### src/rtl/zpwd_pkg.sv
`timescale 1ns / 1ps
`default_nettype none

package zpwd_pkg;

  // Payload word layout and fixed patterns
  localparam int unsigned WordWidth        = 16;
  localparam logic [15:0] HeaderPattern    = 16'hA000;
  localparam logic [15:0] HeaderMask       = 16'hFFFC;
  localparam logic [15:0] SkipMarker       = 16'hA000;
  localparam logic [5:0]  ColumnXor        = 6'h3C;

  // Acceptance window of a hit
  localparam int unsigned RowLimit         = 960;
  localparam int unsigned ColumnLimit      = 192;

  // Packed port widths
  localparam int unsigned InDataWidth      = 16;
  localparam int unsigned InUserWidth      = 2;
  localparam int unsigned OutDataWidth     = 48;
  localparam int unsigned OutUserWidth     = 4;

  // Position inside the frame, one-hot
  typedef enum logic [2:0] {
    POS_IDLE   = 3'b001,
    POS_SECOND = 3'b010,
    POS_BODY   = 3'b100
  } word_pos_e;

  // One decoded hit
  typedef struct packed {
    logic       header_error;
    logic [8:0] folded_row;
    logic       second_sample;
    logic       first_hit;
    logic       in_range;
    logic [5:0] common_mode;
    logic [7:0] pixel_value;
    logic [7:0] pixel_column;
    logic [9:0] pixel_row;
  } hit_t;

  // Context of the frame that a hit is decoded against
  typedef struct packed {
    logic [1:0] chip_id;
    logic [9:0] row_base;
    logic [5:0] common_mode;
    logic       first;
    logic       header_error;
  } hit_ctx_t;

endpackage

`default_nettype wire

### src/rtl/zpwd_hit_map.sv
`timescale 1ns / 1ps
`default_nettype none

module zpwd_hit_map (
  input  logic [15:0]       word_i,
  input  zpwd_pkg::hit_ctx_t ctx_i,
  output zpwd_pkg::hit_t    hit_o
);
  import zpwd_pkg::*;

  logic [9:0] row;
  logic [5:0] col_x;
  logic [7:0] col;

  // Row from base plus row bit, wrapping in ten bits
  assign row   = ctx_i.row_base + {9'd0, word_i[14]};

  // Column: flip the pattern bits, chip id fills the top two bits
  assign col_x = word_i[13:8] ^ ColumnXor;
  assign col   = {ctx_i.chip_id, col_x};

  always_comb begin
    hit_o.pixel_row     = row;
    hit_o.pixel_column  = col;
    hit_o.pixel_value   = word_i[7:0];
    hit_o.common_mode   = ctx_i.common_mode;
    hit_o.in_range      = ({1'b0, row} < 11'(RowLimit)) && ({1'b0, col} < 9'(ColumnLimit));
    hit_o.first_hit     = ctx_i.first;
    hit_o.second_sample = row[2];
    hit_o.folded_row    = {row[9:3], row[1:0]};
    hit_o.header_error  = ctx_i.header_error;
  end

endmodule

`default_nettype wire

### src/rtl/zero_suppressed_pixel_word_decoder_unit.sv
`timescale 1ns / 1ps
`default_nettype none

// Channel   Direction  Word contents
// s_axis    in         tdata: payload_word; tuser: frame_start, event_start
// m_axis    out        one word per hit; tdata: row, column, value, common mode,
//                      folded row; tuser: in_range, first_hit, second_sample,
//                      header_error
//
// One input word is taken every cycle while the skid stage is empty; each hit
// is registered when its word is accepted. Frame state and the output register
// sit behind a single level of decode logic. A one-word skid stage takes a hit
// while the output register is stalled, so s_axis_tready drops only when both
// are full. Reset clears frame state and empties both output stages.

module zero_suppressed_pixel_word_decoder_unit (
  input  logic                                clk_i,
  input  logic                                rst_ni,
  input  logic                                s_axis_tvalid,
  output logic                                s_axis_tready,
  // [15:0] payload_word
  input  logic [zpwd_pkg::InDataWidth-1:0]    s_axis_tdata,
  // [0] frame_start, [1] event_start
  input  logic [zpwd_pkg::InUserWidth-1:0]    s_axis_tuser,
  output logic                                m_axis_tvalid,
  input  logic                                m_axis_tready,
  // [9:0] pixel_row, [17:10] pixel_column, [25:18] pixel_value,
  // [31:26] common_mode, [40:32] folded_row, [47:41] zero
  output logic [zpwd_pkg::OutDataWidth-1:0]   m_axis_tdata,
  // [0] in_range, [1] first_hit, [2] second_sample, [3] header_error
  output logic [zpwd_pkg::OutUserWidth-1:0]   m_axis_tuser
);
  import zpwd_pkg::*;

  word_pos_e  pos_q, pos_d;
  logic [1:0] chip_q, chip_d;
  logic [9:0] row_base_q, row_base_d;
  logic [5:0] cm_q, cm_d;
  logic       skip_q, skip_d;
  logic       first_q, first_d;
  logic       bad_q, bad_d;

  hit_t       out_q, skid_q, hit;
  hit_ctx_t   ctx;
  logic       out_valid_q, skid_valid_q;

  logic [15:0] word;
  logic        frame_start, event_start;
  logic        in_fire, out_fire, is_hit;

  assign word        = s_axis_tdata;
  assign frame_start = s_axis_tuser[0];
  assign event_start = s_axis_tuser[1];

  assign s_axis_tready = !skid_valid_q;
  assign in_fire       = s_axis_tvalid && s_axis_tready;
  assign out_fire      = m_axis_tvalid && m_axis_tready;

  // Decode the word against the current frame state
  always_comb begin
    pos_d      = pos_q;
    chip_d     = chip_q;
    row_base_d = row_base_q;
    cm_d       = cm_q;
    skip_d     = skip_q;
    first_d    = first_q || event_start;
    bad_d      = bad_q;
    is_hit     = 1'b0;
    if (frame_start) begin
      bad_d      = bad_q || ((word & HeaderMask) != HeaderPattern);
      chip_d     = word[1:0];
      skip_d     = 1'b0;
      row_base_d = '0;
      cm_d       = '0;
      pos_d      = POS_SECOND;
    end else begin
      unique case (pos_q)
        POS_IDLE: begin
        end
        POS_SECOND: begin
          pos_d = POS_BODY;
        end
        POS_BODY: begin
          priority if (skip_q) begin
            skip_d = 1'b0;
          end else if (word == SkipMarker) begin
            skip_d = 1'b1;
          end else if (!word[15]) begin
            row_base_d = {word[14:6], 1'b0};
            cm_d       = word[5:0];
          end else begin
            is_hit  = 1'b1;
            first_d = 1'b0;
          end
        end
        default: begin
        end
      endcase
    end
  end

  assign ctx.chip_id      = chip_q;
  assign ctx.row_base     = row_base_q;
  assign ctx.common_mode  = cm_q;
  assign ctx.first        = first_q || event_start;
  assign ctx.header_error = bad_q;

  zpwd_hit_map u_hit_map (
    .word_i (word),
    .ctx_i  (ctx),
    .hit_o  (hit)
  );

  // Advance frame state on each accepted word
  always_ff @(posedge clk_i or negedge rst_ni) begin
    if (!rst_ni) begin
      pos_q      <= POS_IDLE;
      chip_q     <= '0;
      row_base_q <= '0;
      cm_q       <= '0;
      skip_q     <= 1'b0;
      first_q    <= 1'b1;
      bad_q      <= 1'b0;
    end else if (in_fire) begin
      pos_q      <= pos_d;
      chip_q     <= chip_d;
      row_base_q <= row_base_d;
      cm_q       <= cm_d;
      skip_q     <= skip_d;
      first_q    <= first_d;
      bad_q      <= bad_d;
    end
  end

  // Output register and skid stage: control
  always_ff @(posedge clk_i or negedge rst_ni) begin
    if (!rst_ni) begin
      out_valid_q  <= 1'b0;
      skid_valid_q <= 1'b0;
    end else if (skid_valid_q) begin
      if (out_fire) skid_valid_q <= 1'b0;
    end else if (in_fire && is_hit) begin
      if (!out_valid_q || out_fire) out_valid_q  <= 1'b1;
      else                          skid_valid_q <= 1'b1;
    end else if (out_fire) begin
      out_valid_q <= 1'b0;
    end
  end

  // Output register and skid stage: payload
  always_ff @(posedge clk_i) begin
    if (skid_valid_q) begin
      if (out_fire) out_q <= skid_q;
    end else if (in_fire && is_hit) begin
      if (!out_valid_q || out_fire) out_q  <= hit;
      else                          skid_q <= hit;
    end
  end

  assign m_axis_tvalid = out_valid_q;
  assign m_axis_tdata  = {7'd0, out_q.folded_row, out_q.common_mode, out_q.pixel_value,
                          out_q.pixel_column, out_q.pixel_row};
  assign m_axis_tuser  = {out_q.header_error, out_q.second_sample, out_q.first_hit,
                          out_q.in_range};

  // The skid stage only fills behind a full output register
  a_skid_behind_out: assert property (@(posedge clk_i) disable iff (!rst_ni)
    skid_valid_q |-> out_valid_q)
    else $error("skid stage full while output register empty");

  // A hit arriving at a stalled output lands in the skid stage
  a_hit_to_skid: assert property (@(posedge clk_i) disable iff (!rst_ni)
    (in_fire && is_hit && out_valid_q && !m_axis_tready) |=> skid_valid_q)
    else $error("hit lost at stalled output");

  // A chip header always moves to the second word of the frame
  a_header_pos: assert property (@(posedge clk_i) disable iff (!rst_ni)
    (in_fire && frame_start) |=> (pos_q == POS_SECOND))
    else $error("chip header did not restart the frame");

  // The error flag never clears once set
  a_bad_sticky: assert property (@(posedge clk_i) disable iff (!rst_ni)
    bad_q |=> bad_q)
    else $error("header error flag cleared");

endmodule

`default_nettype wire

### config.mk
export PLATFORM = sky130hd
export DESIGN_NAME = zero_suppressed_pixel_word_decoder_unit
export DESIGN_NICKNAME = d
export VERILOG_FILES = /design/src/rtl/zpwd_pkg.sv /design/src/rtl/zpwd_hit_map.sv /design/src/rtl/zero_suppressed_pixel_word_decoder_unit.sv
export SDC_FILE = /design/constraint.sdc
export NUM_CORES = 1
export LEC_CHECK = 0
export ABC_AREA = 1
export ABC_CLOCK_PERIOD_IN_PS = 4500
export BUFFER_PORTS_ARGS = -buffer_cell sky130_fd_sc_hd__buf_2
export CORE_MARGIN = 2
export CORE_UTILIZATION = 57
export DETAILED_ROUTE_END_ITERATION = 10
export PLACE_DENSITY_LB_ADDON = 0.1
export SYNTH_ARGS = -nofsm -noshare
export SYNTH_HDL_FRONTEND = slang
export SYNTH_HIERARCHICAL = 1
export SYNTH_SLANG_ARGS = --single-unit
### constraint.sdc
create_clock -name clk_i -period 4.5 [get_ports clk_i]
set_clock_uncertainty 0.1 [all_clocks]
set_input_delay 0.675 -clock clk_i [delete_from_list [all_inputs] [get_ports clk_i]]
set_output_delay 0.675 -clock clk_i [all_outputs]
set_load 0.01 [all_outputs]
Word-level counts from Yosys, hierarchy flattened
Cells that the tools add are included.
Storage, ports and cells
  bits in registers: 116
  output and inout bits: 54
  logic and storage cells: 100
Cells by class
  add/sub/neg operators: 1
  magnitude comparators: 2
  equality and inequality tests: 9
  multiplexer cells: 37
  bitwise logic cells: 3
  reduce and logical (&&, ||, !) cells: 21
Operators with widths (count)
  two-way mux 45 bit: 4
  two-way mux 10 bit: 5
  two-way mux 6 bit: 5
  two-way mux 1 bit: 21
  equality test 16 bit, second input constant: 1
  inequality test 14 bit, second input constant: 1
  adder 10 x 1 -> 10 bit: 1
  less-than comparator 10 bit, second input constant: 1
  nonzero test 2 bit: 5
  AND reduction 3 bit: 3
  less-than comparator 8 bit, second input constant: 1
  two-way mux 3 bit: 2
  inequality test 2 x 1 -> 1 bit, second input constant: 3
  AND reduction 2 bit: 3
  AND reduction 5 bit: 1
  logical AND 1 bit: 4
  inequality test 2 bit, second input constant: 2
  inverter 4 bit: 1
  equality test 3 x 2 -> 1 bit, second input constant: 1
  equality test 3 bit, second input constant: 1
  logical OR 1 bit: 3
  logical NOT 1 bit: 2
  inverter 1 bit: 2

Longest topological paths before layout
Gate-level depths: netlist of the first run.
  depth after elaboration: 8
  mapped depth: 12
  gate-level depth less buffers: 12

By module
The synthesis of the first run kept the hierarchy.
Modules (own cells, without submodules)
  zero_suppressed_pixel_word_decoder_unit: instances 1, cells each 388, area each 4479.3 um^2
  zpwd_hit_map: instances 1, cells each 80, area each 496.7 um^2

Worst setup path before layout of the first run
No wires, ideal clock.
  kind: in2reg
  start point: input port s_axis_tvalid
  end point: register out_q, in the netlist m_axis_tdata[0] (enable)
  library setup time: 0.462 ns
  arrival time: 3.364 ns
  data required time: 3.938 ns
  path slack: 0.573 ns
  stages on the path: 6
  buffers on the path: 0
  cell sequence: nand2_1 > inv_2 > nand2_1 > nor2_1 > nand2_1 > a21oi_1
Between the ends
  cells in the longest elaborated chain, start to end: 4
Ends and longest elaborated chain
  from (decl): line zero_suppressed_pixel_word_decoder_unit.sv:19  | input logic s_axis_tvalid,
  logical AND 1 bit: line zero_suppressed_pixel_word_decoder_unit.sv:56  | assign in_fire = s_axis_tvalid && s_axis_tready;
  logical AND 1 bit: line zero_suppressed_pixel_word_decoder_unit.sv:154  | end else if (in_fire && is_hit) begin
  nonzero test 2 bit (no source line)
  AND reduction 3 bit (no source line)
  to (signal assigned): line zero_suppressed_pixel_word_decoder_unit.sv:153  | if (out_fire) out_q <= skid_q;
  to (signal assigned): line zero_suppressed_pixel_word_decoder_unit.sv:155  | if (!out_valid_q || out_fire) out_q <= hit;
  to (decl): line zero_suppressed_pixel_word_decoder_unit.sv:43  | hit_t out_q, skid_q, hit;
No other way between the ends.
A chain may end at the register's enable or synchronous reset.

Final worst setup path of the first run
  start point: register skid_valid_q
  end point: register skid_q[13] (netlist bit) (enable)
Between the ends
  cells in the longest elaborated chain, start to end: 4
Ends and longest elaborated chain
  from (decl): line zero_suppressed_pixel_word_decoder_unit.sv:45  | logic out_valid_q, skid_valid_q;
  from (signal assigned): line zero_suppressed_pixel_word_decoder_unit.sv:139  | skid_valid_q <= 1'b0;
  from (signal assigned): line zero_suppressed_pixel_word_decoder_unit.sv:141  | if (out_fire) skid_valid_q <= 1'b0;
  from (signal assigned): line zero_suppressed_pixel_word_decoder_unit.sv:144  | else skid_valid_q <= 1'b1;
  logical NOT 1 bit: line zero_suppressed_pixel_word_decoder_unit.sv:55  | assign s_axis_tready = !skid_valid_q;
  logical AND 1 bit: line zero_suppressed_pixel_word_decoder_unit.sv:56
  logical AND 1 bit: line zero_suppressed_pixel_word_decoder_unit.sv:154
  AND reduction 3 bit (no source line) *
  to (signal assigned): line zero_suppressed_pixel_word_decoder_unit.sv:156  | else skid_q <= hit;
  to (decl): line zero_suppressed_pixel_word_decoder_unit.sv:43
Mark *: on every way between the ends. The rest lies on a longest branch, timed or not.

==> impl_metrics.ini, run 1 <==
[power]
ir_drop_mv = 0.2851
p_leak_nw = 2.548
pwr-share-seq_pct = 44.7
switching_power_mw = 0.5757
power_density_nw_per_um2 = 468.1
switching_share_pct = 21.29
p_int_mw = 2.129
pwr-share-comb_pct = 5.3
p_clk_share_pct = 49.9

[placement]
gp_congestion = 0.9118
port_buffers = 68
dp_cells = 603
dpl.hpwl_um = 5859

[drt]
wl_met2_um = 4688
ant_nets = 0
topRoutingLayerUsed = met4
dr.first_iter.drc_count = 158
drcViolationCount = 0
met1Wirelength_um = 3768
wire_per_inst_um = 14.08
wirelength_um = 8942
wl_met3_um = 369
first_pass_iters = 4
num_vias = 3233
avgViaCountPerCell = 5.091

[yosys]
syn_inst = 468
yosys.area.top_type = edfxtp_1
synth.distinct_cells = 31
syn_avg_cell_area_sq_um = 10.63
yosys-top-cells-area = edfxtp_1 54%, nand2_1 15%, dfrtp_1 12%
ys_ff_latch = 115
ys_seq_area_share_pct = 66.93
synth_edf_count = 90
async_reset_ff_share_pct = 21.74
yosysTopAreaCellShare_pct = 54.31
netlist_area_sq_um = 4976
synth_flop_cell = edfxtp_1
yosysMostFrequentCell = nand2_1
ys_warn_count = 6
ys_top_cells_by_count = 205 x nand2_1, 90 x edfxtp_1, 37 x buf_4, 23 x dfrtp_1, 21 x nor2_1

[setup_path]
r2r_setup_slack_ps = 1910
worstPathArrival_ps = 2600
cp-end-kind = flip-flop
r2r_end = skid_q[13]$_DFFE_PP_
crit_start = skid_valid_q$_DFF_PN0_
reg2reg_from = skid_valid_q$_DFF_PN0_
start_kind = flip-flop
worstPathRequired_ps = 4510
reg2reg_depth = 7
critPathKind = flip-flop to flip-flop
cp_max_fo = 45

[sta]
fmax_ghz = 0.3868
worst_pin_slew_ps = 1266
fin_tns_setup_ps = 0
rsz0062_at_grt = false
finalCritPeriodShare_pct = 57.45
whs_ps = 56.97
slew_violations = 0
setup_viol = 0
hold_viol = 0
max_slew_margin_pct = 15.40
finalCriticalPeriod_ps = 2585

[global_routing]
grt_usage_pct = 20.81
overflow = 0
antenna_found_initial = 0
grt_pass1_wl_um = 15200
grt_pass1_vias = 3178
grt_max_degree = 50

[floorplan]
fp.dieH_um = 97.44
start_util_pct = 57.91
core_area_sq_um = 8593
fp-row-count = 34
die_area_sq_um = 9494
dieWidth_um = 97.44
ioPinCount = 76

[clocking]
post_cts_buffers = 0
cts.repair.resized = 0
cts_buffers = 17
cts_htree_levels = 4
clk_latency_ps = 510
holdBufCountCts = 0
clockRootBuffer = clkbuf_8
clk_pin_slew_worst_paths_ps = 50
cts_tree = yes
ctsLongestPathBuffers = 2
cts.sink_count = 115

[finish]
finalCoreUtilization_pct = 67.22
drive_above_1_share_pct = 22.96
nets = 538
area_growth_pct = 16.09
antennaDiodeCount = 0
layout.cells.non_filler = 635

[min_path]
hp-class = input port to async pin

[run]
maxCapViolations = 0

[status]
status = finished clean
## how the worst max path moves through the flow
stage and endpoint:
6_report skid_q[13]$_DFFE_PP_, 2_1_floorplan m_axis_tdata[0]$_DFFE_PP_, 3_5_place_dp skid_q[2]$_DFFE_PP_, 3_3_place_gp skid_q[5]$_DFFE_PP_
4_1_cts skid_q[38]$_DFFE_PP_, 5_1_grt skid_q[33]$_DFFE_PP_
## layout by cell type, fill, tap and decap left out, types with 2 or more instances in the layout
master	instances
nor2_1	20
dfrtp_1	23
bufinv_16	4
nor2_4	4
nand4_1	3
o21ai_0	3
clkbuf_16	16
conb_1	8
xor2_1	4
inv_1	19
inv_2	3
clkinvlp_4	3
nand2_1	205
a21oi_1	2
ha_1	2
clkinv_4	3
edfxtp_1	90
nand3_1	19
nand2_2	4
nor2_2	2
buf_2	68
clkinv_2	3
buf_4	3
dfstp_2	2
nand3b_1	2
## logic make-up after synthesis
logic type	count (synthesis)	synth area share (%)
DFF	115	66.93
xor gates and xnor gates	4	0.7040
buffers and inverters	73	8.650
adders and majority gates	2	0.5028
AOI/OAI and AO/OA	9	1.006
and+or+nand+nor	264	22.13
other	1	0.07536
## stage by stage
step / instance area, sq um / power [mW] / setup WS (ps)
5_1_grt: 5777 / 2.807 / 1674
3_5_place_dp: 5171 / 1.375 / 1537
2_1_floorplan: 5002 / 1.347 / 573.5
3_3_place_gp: 5171 / 1.369 / 1639
4_1_cts: 5777 / 2.727 / 1869
6_report: 5777 / 2.704 / 1915
## layer usage
| metal | global-route usage [%] | vias to the layer above |
|---|---|---|
| met5 | 0 | - |
| met4 | 6.944 | 0 |
| met3 | 6.187 | 11 |
| met2 | 35.76 | 89 |
| met1 | 25.22 | 1558 |
| li1 | - | 1575 |
## critical path: stages (launching register included)
cell	delay [ps]
dfrtp_1	410
inv_2	70
nand2_1	110
inv_2	100
nand2_1	50
nor2_1	160
nand2_1	180
nor2_4	960
## registers in the layout (all words and copies together) (netlist names)
name,flops
skid_valid_q,1
m_axis_tuser,4
row_base_q,9
pos_q,3
m_axis_tvalid,1
skip_q,1
chip_q,2
m_axis_tdata,41
bad_q,1
cm_q,6
first_q,1
skid_q,45
## final cells by class
class                           instances  area [sq um]
Clock buffer                           18         417.9
Fill cell                             673          2816
Multi-Input combinational cell        287          1260
Tap cell                              108         135.1
Sequential cell                       115          3331
Clock inverter                         14         187.7
Inverter                               22         82.58
Timing Repair Buffer                   71         362.8
## power groups by stage
| stage | logic [mW] | clock network [mW] | registers [mW] |
|---|---|---|---|
| 2_1_floorplan | 0.117 | 0 | 1.23 |
| 3_3_place_gp | 0.140 | 0 | 1.23 |
| 3_5_place_dp | 0.145 | 0 | 1.23 |
| 4_1_cts | 0.146 | 1.37 | 1.21 |
| 5_1_grt | 0.166 | 1.43 | 1.21 |
| 6_report | 0.144 | 1.35 | 1.21 |
No activity file was read; power rests on OpenSTA's default activity.
==> run 2: changes to the inputs <==
--- a/config.mk
+++ b/config.mk
@@ -6,7 +6,7 @@
 export NUM_CORES = 1
 export LEC_CHECK = 0
 export ABC_AREA = 1
-export ABC_CLOCK_PERIOD_IN_PS = 4500
+export ABC_CLOCK_PERIOD_IN_PS = 2600
 export BUFFER_PORTS_ARGS = -buffer_cell sky130_fd_sc_hd__buf_2
 export CORE_MARGIN = 2
 export CORE_UTILIZATION = 57
==> constraint.sdc (replaced) <==
create_clock -name clk_i -period 2.6 [get_ports clk_i]
set_clock_uncertainty 0.1 [all_clocks]
set_input_delay 0.39 -clock clk_i [delete_from_list [all_inputs] [get_ports clk_i]]
set_output_delay 0.39 -clock clk_i [all_outputs]
set_load 0.01 [all_outputs]
==> impl_metrics.ini, run 2 (synthesized netlist as in run 1, its figures left out) <==
[clocking]
clk_latency_ps = 500
cts_tree = yes
cts_buffers = 17
ctsLongestPathBuffers = 2
cts_htree_levels = 4
cts.sink_count = 115
clockRootBuffer = clkbuf_8
cts.repair.resized = 0
clk_pin_slew_worst_paths_ps = 60

[setup_path]
worstPathRequired_ps = 2110
cpPeakStageDelay_ps = 440
cp_slowest_cell = buf_4
critPathKind = flip-flop to output port
reg2reg_from = skid_valid_q$_DFF_PN0_
path_cells = inv_2 > buf_4 > buf_2
worstPathArrival_ps = 1610
cp_max_fo = 49
cp-end-kind = output port
crit_start = skid_valid_q$_DFF_PN0_
start_kind = flip-flop

[floorplan]
ioPinCount = 76
fp-row-count = 34
die_area_sq_um = 9494
dieWidth_um = 97.44
fp.dieH_um = 97.44
start_util_pct = 57.91
core_area_sq_um = 8593

[sta]
slew_violations = 0
rsz0062_at_grt = false
finalCritPeriodShare_pct = 80.79
hold_viol = 0
setup_viol = 0
worst_pin_slew_ps = 600.3
fin_tns_setup_ps = 0
finalCriticalPeriod_ps = 2101
setup_ws_ps = 499.4
whs_ps = 24.27
fmax_ghz = 0.4761
max_slew_margin_pct = 59.98

[drt]
drcViolationCount = 0
dr.first_iter.drc_count = 198
ant_nets = 0
wire_per_inst_um = 13.87
first_pass_iters = 4
num_vias = 3165
avgViaCountPerCell = 4.953
wirelength_um = 8864

[global_routing]
grt_pass1_wl_um = 15210
grt_pass1_vias = 3207
grt_max_degree = 50
grt_usage_pct = 20.66
antenna_found_initial = 0
overflow = 0

[power]
ir_drop_mv = 0.6951
p_int_mw = 3.789
power_density_nw_per_um2 = 815.9
pwr-share-comb_pct = 5.2
switching_share_pct = 20.74
pwr-share-seq_pct = 43.7
switching_power_mw = 0.9913
p_leak_nw = 2.586
p_clk_share_pct = 51.0

[placement]
gp_congestion = 0.8842
post-place-ws_ps = 586.2
port_buffers = 68
dpl.hpwl_um = 5642

[finish]
largest-register = skid_q
layout_commonest_cell = nand2_1
mostFrequentLayoutCells = 205 x nand2_1, 90 x edfxtp_1, 68 x buf_2
largest_reg_flops = 45
antennaDiodeCount = 0
drive_above_1_share_pct = 23.16
area_growth_pct = 17.75
nets = 542

[run]
maxCapViolations = 0

[status]
status = finished clean

[min_path]
hp-class = input port to flip-flop
min_from = s_axis_tdata[7]
[run 2: cell count changes in the layout (fill, tap and decap cells not counted)]
cell	previous run	this run
bufinv_16	4	5
dlygate4sd3_1	0	2
clkinv_4	3	2
buf_12	0	2
inv_6	0	1
clkinvlp_4	3	2
[run 2: critical path, delay by kind of cell, from the launching register on]
family | cells | cell delay (ps)
buf+inv | 3 | 740
flops | 1 | 380
[run 2: power groups by stage]
stage / combinational, mW / clock, mW / sequential (mW)
2_1_floorplan: 0.205 / 0 / 2.13
3_3_place_gp: 0.243 / 0 / 2.13
3_5_place_dp: 0.252 / 0 / 2.13
4_1_cts: 0.254 / 2.47 / 2.09
5_1_grt: 0.290 / 2.57 / 2.10
6_report: 0.251 / 2.44 / 2.09
[run 2: what timing repair did]
action | in CTS | in global routing
setup buffers | 0 | 0
setup endpoints to repair | 0 | 0
hold endpoints to repair | 23 | 1
hold buffers | 1 | 1
[run 2: cell type report]
cell class | count | area [sq um]
Timing Repair Buffer | 75 | 422.9
Inverter | 22 | 82.58
Fill cell | 693 | 2734
Clock buffer | 18 | 417.9
Sequential cell | 115 | 3331
Tap cell | 108 | 135.1
Clock inverter | 14 | 210.2
Multi-Input combinational cell | 287 | 1260
[run 2: layer usage]
metal	part of all wire, %	routed length [um]	track usage, %	up-vias
li1	-	-	-	1581
met1	42	3696	25.17	1491
met2	52	4639	35.65	85
met3	4.9	435	5.683	8
met4	1.0	93	7.051	0
met5	0	0	0	-
[run 2: through the flow]
stage / cells / util [%] / total power, mW / cell area, sq um
floorplan: 475 / - / 2.333 / 5021
global placement: 605 / 60.64 / 2.370 / 5211
detailed placement: 605 / 60.64 / 2.379 / 5211
CTS: 638 / 68.07 / 4.818 / 5849
global route: 639 / 68.19 / 4.953 / 5859
finish: 639 / 68.19 / 4.781 / 5859
[run 2: path summary, 6_finish.rpt]
kind                       slack, ps                          to  cells past startpoint
max in group asynchronous       1670         cm_q[0]$_DFFE_PN0P_                      2
setup / recovery                 500               s_axis_tready                      3
hold reg to reg                  370        pos_q[0]$_DFFE_PN1P_                      2
hold / removal                    20        skid_q[25]$_DFFE_PP_                      1
setup reg to reg                 680  m_axis_tdata[26]$_DFFE_PP_                      8
min in group asynchronous        330   m_axis_tvalid$_DFFE_PN0P_                      2
